$ cat config.mk
export PLATFORM = sky130hd
export DESIGN_NAME = powersort_merge_scheduler_core
export DESIGN_NICKNAME = d
export VERILOG_FILES = /design/src/hw/rtl/pms_pkg.sv /design/src/hw/rtl/powersort_merge_scheduler_core.sv /design/src/hw/rtl/pms_stack_ram.sv
export SDC_FILE = /design/constraint.sdc
export NUM_CORES = 1
export LEC_CHECK = 0
export ABC_CLOCK_PERIOD_IN_PS = 4800
export BUFFER_PORTS_ARGS = -buffer_cell sky130_fd_sc_hd__buf_2
export CORE_UTILIZATION = 60
export DETAILED_ROUTE_END_ITERATION = 16
export PLACE_DENSITY = 0.78
export SLEW_MARGIN = 20
export SYNTH_ARGS = -nofsm -noshare
export SYNTH_HDL_FRONTEND = slang
export SYNTH_HIERARCHICAL = 1
export SYNTH_SLANG_ARGS = --single-unit
$ cat constraint.sdc
create_clock -name clk -period 4.8 [get_ports clk]
set_clock_uncertainty 0.05 [all_clocks]
set_input_delay 0.72 -clock clk [delete_from_list [all_inputs] [get_ports clk]]
set_output_delay 0.72 -clock clk [all_outputs]
set_load 0.005 [all_outputs]
$ cat src/hw/rtl/pms_pkg.sv
// ============================================================================
// pms_pkg
// Shared types, constants and the boundary power function of the powersort
// merge scheduler.
// ============================================================================
package pms_pkg;

    localparam int OFS_W       = 10;   // run begin / merge mid offsets
    localparam int END_W       = 11;   // exclusive end offsets
    localparam int POW_W       = 4;    // boundary power
    localparam int MAX_LEN     = 1024; // array length limit, ends saturate here
    localparam int STACK_DEPTH = 11;   // stack entries, entry 0 is the sentinel

    // power given to a zero XOR
    localparam logic [POW_W-1:0] POW_ZERO_XOR = 4'd12;

    // one stack entry
    typedef struct packed {
        logic [OFS_W-1:0] run_begin;
        logic [POW_W-1:0] run_power;
    } stack_entry_t;

    // one merge command, packed lowest field last
    typedef struct packed {
        logic [END_W-1:0] merge_end;
        logic [OFS_W-1:0] merge_mid;
        logic [OFS_W-1:0] merge_begin;
    } merge_cmd_t;

    // 1 + index of the lowest set bit of a ^ b
    function automatic logic [POW_W-1:0] boundary_power(
        input logic [OFS_W-1:0] a,
        input logic [END_W-1:0] b
    );
        logic [END_W-1:0] x;
        logic [POW_W-1:0] n;
        logic             found;
        x     = {1'b0, a} ^ b;
        n     = POW_ZERO_XOR;
        found = 1'b0;
        for (int i = 0; i < END_W; i++)
        begin
            if (!found && x[i])
            begin
                n     = POW_W'(i + 1);
                found = 1'b1;
            end
        end
        return n;
    endfunction

endpackage

$ cat src/hw/rtl/powersort_merge_scheduler_core.sv
// ============================================================================
// powersort_merge_scheduler_core
// Powersort merge scheduler: takes natural run ends, keeps a power stack in
// a synchronous RAM and issues merge commands in powersort order.
// ============================================================================
//
//  channel  | dir | tdata (low bit up)                        | tlast        | tuser
//  ---------+-----+-------------------------------------------+--------------+----------
//  s_axis   | in  | run_end[10:0], 5'b0 pad                   | is_last_run  | -
//  m_axis   | out | merge_begin[9:0], merge_mid[9:0],         | last_of_step | sort_done
//           |     | merge_end[10:0], 1'b0 pad                 |              |
//
//  Steps: a run end that is dropped (first run, or end not past the current
//  end) is handled in S_IDLE alone. Otherwise: accept in S_IDLE, S_READ
//  examines stack entries (each pop, plus the final compare), S_PUSH when a
//  full stack forces a pop, S_DONE releases the last command; a last run adds
//  the S_FLUSH_RD RAM turnaround and an S_FLUSH pop per flushed entry. The pop
//  rate is set by the single RAM read port: one entry/cycle unless stalled.
//  Reset: rst_n async, clears stack pointer, current run and all handshakes;
//  RAM needs no clearing since every entry is pushed before its data is used.
//  Stalls: commands pass a one-deep pending slot and an output register; the
//  pop loop halts while both are full and m_axis_tready is low.
// ============================================================================
module powersort_merge_scheduler_core
    import pms_pkg::*;
#(
    parameter int STACK_DEPTH_P = STACK_DEPTH
)
(
    input  logic        clk,
    input  logic        rst_n,
    // run end requests
    input  logic        s_axis_tvalid,
    output logic        s_axis_tready,
    input  logic [15:0] s_axis_tdata,   // run_end[10:0], pad
    input  logic        s_axis_tlast,   // is_last_run
    // merge command requests
    output logic        m_axis_tvalid,
    input  logic        m_axis_tready,
    output logic [31:0] m_axis_tdata,   // merge_begin[9:0], merge_mid[9:0], merge_end[10:0], pad
    output logic        m_axis_tlast,   // last_of_step
    output logic [0:0]  m_axis_tuser    // sort_done
);

    localparam int PTR_W = $clog2(STACK_DEPTH_P);
    localparam logic [PTR_W-1:0] TOP_FULL = PTR_W'(STACK_DEPTH_P - 1);
    localparam logic [PTR_W-1:0] TOP_ONE  = PTR_W'(1);
    localparam logic [END_W-1:0] END_MAX  = END_W'(MAX_LEN);

    typedef enum logic [5:0] {
        S_IDLE     = 6'b000001,  // wait for a run end
        S_READ     = 6'b000010,  // pop while top power >= new power
        S_PUSH     = 6'b000100,  // push after a forced pop
        S_FLUSH_RD = 6'b001000,  // RAM turnaround after the push
        S_FLUSH    = 6'b010000,  // pop everything on the last run
        S_DONE     = 6'b100000   // release the pending command as step end
    } state_t;

    state_t           state_reg,      state_next;
    logic [PTR_W-1:0] top_reg,        top_next;
    logic [OFS_W-1:0] cur_begin_reg,  cur_begin_next;
    logic [END_W-1:0] cur_end_reg,    cur_end_next;
    logic             have_reg,       have_next;
    logic [END_W-1:0] new_end_reg,    new_end_next;
    logic             last_reg,       last_next;
    logic [POW_W-1:0] pow_reg,        pow_next;
    logic             done_reg,       done_next;
    logic             pend_valid_reg, pend_valid_next;
    merge_cmd_t       pend_reg,       pend_next;
    logic             out_valid_reg,  out_valid_next;
    merge_cmd_t       out_reg,        out_next;
    logic             out_last_reg,   out_last_next;
    logic             out_done_reg,   out_done_next;

    // stack RAM port signals
    logic             wr_en;
    logic [PTR_W-1:0] wr_addr;
    stack_entry_t     wr_data;
    stack_entry_t     rd_q;

    logic             accept;
    logic [END_W-1:0] in_end;
    logic             can_move;
    logic             stall;
    logic             emit;
    merge_cmd_t       pop_cmd;

    pms_stack_ram #(
        .DEPTH (STACK_DEPTH_P),
        .PTR_W (PTR_W)
    ) u_stack (
        .clk     (clk),
        .wr_en   (wr_en),
        .wr_addr (wr_addr),
        .wr_data (wr_data),
        .rd_addr (top_next),     // always prefetch the next top entry
        .rd_data (rd_q)
    );

    assign s_axis_tready = (state_reg == S_IDLE);
    assign accept        = s_axis_tvalid && s_axis_tready;
    assign in_end        = (s_axis_tdata[END_W-1:0] > END_MAX) ? END_MAX
                                                               : s_axis_tdata[END_W-1:0];

    // output register frees up this cycle
    assign can_move = !out_valid_reg || m_axis_tready;
    // pending slot full and cannot drain
    assign stall    = pend_valid_reg && !can_move;

    assign pop_cmd.merge_begin = rd_q.run_begin;
    assign pop_cmd.merge_mid   = cur_begin_reg;
    assign pop_cmd.merge_end   = cur_end_reg;

    assign m_axis_tvalid = out_valid_reg;
    assign m_axis_tdata  = {1'b0, out_reg};
    assign m_axis_tlast  = out_last_reg;
    assign m_axis_tuser  = out_done_reg;

    always_comb
    begin
        state_next      = state_reg;
        top_next        = top_reg;
        cur_begin_next  = cur_begin_reg;
        cur_end_next    = cur_end_reg;
        have_next       = have_reg;
        new_end_next    = new_end_reg;
        last_next       = last_reg;
        pow_next        = pow_reg;
        done_next       = done_reg;
        pend_valid_next = pend_valid_reg;
        pend_next       = pend_reg;
        out_valid_next  = out_valid_reg;
        out_next        = out_reg;
        out_last_next   = out_last_reg;
        out_done_next   = out_done_reg;
        wr_en           = 1'b0;
        wr_addr         = top_reg + TOP_ONE;
        wr_data         = '{run_begin: cur_begin_reg, run_power: pow_reg};
        emit            = 1'b0;

        if (out_valid_reg && m_axis_tready)
        begin
            out_valid_next = 1'b0;
        end

        case (state_reg)
            S_IDLE:
            begin
                if (accept)
                begin
                    if (!have_reg)
                    begin
                        // first run opens [0, end); a lone last run leaves reset state
                        if (in_end != '0 && !s_axis_tlast)
                        begin
                            cur_begin_next = '0;
                            cur_end_next   = in_end;
                            have_next      = 1'b1;
                        end
                    end
                    else if (in_end > cur_end_reg)
                    begin
                        new_end_next = in_end;
                        last_next    = s_axis_tlast;
                        pow_next     = boundary_power(cur_begin_reg, cur_end_reg);
                        state_next   = S_READ;
                    end
                end
            end

            S_READ:
            begin
                if (!stall)
                begin
                    if (top_reg != '0 && rd_q.run_power >= pow_reg)
                    begin
                        emit           = 1'b1;
                        cur_begin_next = rd_q.run_begin;
                        top_next       = top_reg - TOP_ONE;
                    end
                    else if (top_reg == TOP_FULL)
                    begin
                        // full stack: merge the top entry to make room
                        emit           = 1'b1;
                        cur_begin_next = rd_q.run_begin;
                        top_next       = top_reg - TOP_ONE;
                        state_next     = S_PUSH;
                    end
                    else
                    begin
                        wr_en          = 1'b1;
                        top_next       = top_reg + TOP_ONE;
                        cur_begin_next = cur_end_reg[OFS_W-1:0];
                        cur_end_next   = new_end_reg;
                        state_next     = last_reg ? S_FLUSH_RD : S_DONE;
                    end
                end
            end

            S_PUSH:
            begin
                wr_en          = 1'b1;
                top_next       = top_reg + TOP_ONE;
                cur_begin_next = cur_end_reg[OFS_W-1:0];
                cur_end_next   = new_end_reg;
                state_next     = last_reg ? S_FLUSH_RD : S_DONE;
            end

            S_FLUSH_RD:
            begin
                state_next = S_FLUSH;
            end

            S_FLUSH:
            begin
                if (!stall)
                begin
                    emit           = 1'b1;
                    cur_begin_next = rd_q.run_begin;
                    top_next       = top_reg - TOP_ONE;
                    if (top_reg == TOP_ONE)
                    begin
                        // array complete, back to reset state
                        done_next      = 1'b1;
                        have_next      = 1'b0;
                        cur_begin_next = '0;
                        cur_end_next   = '0;
                        state_next     = S_DONE;
                    end
                end
            end

            S_DONE:
            begin
                if (!pend_valid_reg)
                begin
                    done_next  = 1'b0;
                    state_next = S_IDLE;
                end
                else if (can_move)
                begin
                    out_valid_next  = 1'b1;
                    out_next        = pend_reg;
                    out_last_next   = 1'b1;
                    out_done_next   = done_reg;
                    pend_valid_next = 1'b0;
                    done_next       = 1'b0;
                    state_next      = S_IDLE;
                end
            end

            default:
            begin
                state_next = S_IDLE;
            end
        endcase

        // new command goes to the pending slot; the older one moves out
        if (emit)
        begin
            if (pend_valid_reg)
            begin
                out_valid_next = 1'b1;
                out_next       = pend_reg;
                out_last_next  = 1'b0;
                out_done_next  = 1'b0;
            end
            pend_valid_next = 1'b1;
            pend_next       = pop_cmd;
        end
    end

    always_ff @(posedge clk or negedge rst_n)
    begin
        if (!rst_n)
        begin
            state_reg      <= S_IDLE;
            top_reg        <= '0;
            cur_begin_reg  <= '0;
            cur_end_reg    <= '0;
            have_reg       <= 1'b0;
            done_reg       <= 1'b0;
            pend_valid_reg <= 1'b0;
            out_valid_reg  <= 1'b0;
        end
        else
        begin
            state_reg      <= state_next;
            top_reg        <= top_next;
            cur_begin_reg  <= cur_begin_next;
            cur_end_reg    <= cur_end_next;
            have_reg       <= have_next;
            done_reg       <= done_next;
            pend_valid_reg <= pend_valid_next;
            out_valid_reg  <= out_valid_next;
        end
    end

    // payload, no reset
    always_ff @(posedge clk)
    begin
        new_end_reg  <= new_end_next;
        last_reg     <= last_next;
        pow_reg      <= pow_next;
        pend_reg     <= pend_next;
        out_reg      <= out_next;
        out_last_reg <= out_last_next;
        out_done_reg <= out_done_next;
    end

endmodule

$ cat src/hw/rtl/pms_stack_ram.sv
// ============================================================================
// pms_stack_ram
// Run stack storage: one write port, one read port, registered read data.
// ============================================================================
module pms_stack_ram
    import pms_pkg::*;
#(
    parameter int DEPTH = STACK_DEPTH,
    parameter int PTR_W = $clog2(DEPTH)
)
(
    input  logic               clk,
    input  logic               wr_en,
    input  logic [PTR_W-1:0]   wr_addr,
    input  stack_entry_t       wr_data,
    input  logic [PTR_W-1:0]   rd_addr,
    output stack_entry_t       rd_data
);

    stack_entry_t mem [DEPTH];

    always_ff @(posedge clk)
    begin
        if (wr_en)
        begin
            mem[wr_addr] <= wr_data;
        end
    end

    // read before write on a same-address collision
    always_ff @(posedge clk)
    begin
        rd_data <= mem[rd_addr];
    end

endmodule
==> run summary <==
status - completed
port bufs - 50
share of cells above drive strength 1 - 0.206
post-synth top area share - 0.598
type of element capturing the critical path - flip-flop
Setup WS pre-CTS - 0.754 ns
Core Region - 0.0190 mm2
post-DR vias/cell - 6.03
n_diodes - 0
DRT Pass-1 Iters - 5
Yosys reg bits - 283
initial antenna violation count - 0
Max clock buf depth - 3
commonest non-fill, non-tap cells in the layout - edfxtp_1, buf_2, mux2_2, and2_1, dfrtp_1
# rows - 50
WL final - 23,700 um
Num CTS Buffers - 28
IO Count - 57
commonest non-fill, non-tap cell in the layout - edfxtp_1
HP Class - input pin to async pin
hold_buf cts - 0
YS warnings - 6
FMAX - 0.242 GHz
R2R Path Start - pow_reg[2]
DIE WIDTH - 142 um
initial drt markers - 743
die footprint - 0.0202 mm2
via count - 6,712
PD cells - 560 mW/mm2
Slew @ Worst Pin - 0.914 ns
Yosys top cell by area - edfxtp_1
RSZ-0062 raised after global routing - no
GRT Util Overall - 0.247
total grt overflow - 0
synthesis-to-layout area growth - 12.3%
# DRC - 0
max_cap viols - 0
crit path from - pow_reg[2]
Syn Nets - 807
post-CTS sizing - 0
EDFF count, synth - 234
TritonCTS clock tree - yes
Leakage - 4.76 nW
total power draw - 7.39 mW
largest net degree at the start of global routing - 43
slew margin rel. - 0.391
Starting Density - 0.620
H-tree Lvls - 1
fin util - 0.696
setup tns final - 0 ns
Post-Synthesis Cells - 766
Max rail drop VDD - 0.364 mV
crit path DAT - 4.51 ns
post-route ant nets - 0
Clock Sinks - 283
hpwl dp - 15,300 um
final hold viol count - 0
Final period util - 0.861
Final Critical Period - 4.13 ns
die height - 142 um
reg2reg end - u_stack/rd_data[1]
Synth Cell Area - 0.0118 mm2
Post CTS Setup Buffer Count - 0
vias in the first global route - 6,852
critical path type - flip-flop to flip-flop
Layout Nets - 873
top post-synthesis cells by area - edfxtp_1, dfrtp_1, mux2_2, mux2i_1, dfxtp_1
reg2reg setup slack - 0.67 ns
Most used DFF post-synth - edfxtp_1
asr flop ratio synth - 0.124
worst skew pair latency - 0.54 ns
per-cell routed wire length - 21.3 um
Crit path required time - 5.17 ns
Avg Cell Area, Syn - 15.3 um2
library cells used by synthesis - 62
Setup crit start kind - flip-flop
routability cong. - 0.925
peak fanout along the critical path - 14
CTS Root Buffer Type - clkbuf_16
final setup margin - 0.666 ns
final setup fails - 0
Reg2Reg Depth - 11
global-route wire length before repair - 37,400 um
Worst-path clk slew - 0.06 ns
sequential fraction of the synthesis area - 0.696
Max Slew Vio Count - 0
[report_power, final]
part / internal, mW / leakage, nW / switching, mW
clock: 1.22 / 0.426 / 0.870
sequential: 3.08 / 2.62 / 0.408
combinational: 0.791 / 1.71 / 1.02
total: 5.09 / 4.76 / 2.30
[Yosys cell counts, types with 3 or more instances]
| cell | count |
|---|---|
| edfxtp_1 | 234 |
| mux2_2 | 39 |
| and2_1 | 34 |
| dfrtp_1 | 34 |
| mux2i_1 | 29 |
| nor2_1 | 27 |
| nand2_1 | 26 |
| a22o_1 | 24 |
| a21oi_1 | 23 |
| nand2b_1 | 23 |
| ha_1 | 20 |
| inv_1 | 20 |
| o211ai_1 | 18 |
| o22ai_1 | 17 |
| o21ai_0 | 16 |
| dfxtp_1 | 14 |
| a21o_1 | 13 |
| clkbuf_1 | 13 |
| buf_2 | 11 |
| a221oi_1 | 10 |
| nor2b_1 | 10 |
| o31ai_2 | 9 |
| xor2_1 | 9 |
| nand3b_1 | 8 |
| nor3_1 | 8 |
| buf_6 | 7 |
| xnor2_1 | 7 |
| o31ai_1 | 5 |
| a211oi_1 | 4 |
| mux2_1 | 4 |
| and3b_1 | 3 |
| nand3_1 | 3 |
| nor4_1 | 3 |
| o211a_1 | 3 |
| o21bai_1 | 3 |
[cells by family (layout without fill, tap and decap cells)]
kind of cell | after synthesis | in the layout | share of synthesized area
buf+inv | 56 | 144 | 0.0265
compound gates | 160 | 160 | 0.103
flops | 283 | 283 | 0.696
other cells | 1 | 1 | 0.000319
simple gates | 158 | 158 | 0.0753
xor+xnor | 16 | 16 | 0.0119
fa+ha+maj | 20 | 20 | 0.0213
mux | 72 | 72 | 0.0659
[worst max-delay path, stage by stage, from the launching register on]
cell      delay, ns
edfxtp_1       0.58
inv_1          0.09
ha_1           0.33
a21o_1         0.19
a31oi_1        0.34
o211ai_1       0.23
o21ai_0        0.65
a22oi_1        0.22
o21ai_2        0.17
nand2b_1       0.65
o22ai_1        0.19
o31ai_1        0.33
[worst max-delay path by stage]
stage                                     to  slack, ns
after CTS                 u_stack/rd_data[1]       0.73
after global routing      u_stack/rd_data[2]       0.40
after detailed placement  u_stack/rd_data[1]       0.75
after floorplan            u_stack/mem[0][0]       0.90
after global placement     u_stack/mem[1][8]       0.89
final                     u_stack/rd_data[1]       0.67
[per-layer routing]
metal	vias to the layer above	global-route usage	part of all wire
met5	-	0	0
met4	0	0.0860	0.030
met3	49	0.0377	0.055
met2	228	0.405	0.50
met1	3358	0.339	0.42
li1	3077	-	-
[per-stage QoR]
stage | hold WS [ns] | instances | area (um2)
final | 0.239 | 1114 | 13200
after global routing | 0.290 | 1114 | 13200
after CTS | 0.255 | 1114 | 13200
after detailed placement | 0.414 | 1062 | 12300
after global placement | 0.414 | 1062 | 12300
after floorplan | 0.359 | 766 | 11800
[layout make-up]
class	instances	area, um2
fill	1250	5760
tap	260	325
timing repair buffer	72	440
sequential	283	8180
clock buffer	41	769
multi-input combinational	427	3290
inverter	20	75.1
clock inverter	11	114
No activity file was read; power rests on OpenSTA's default activity.
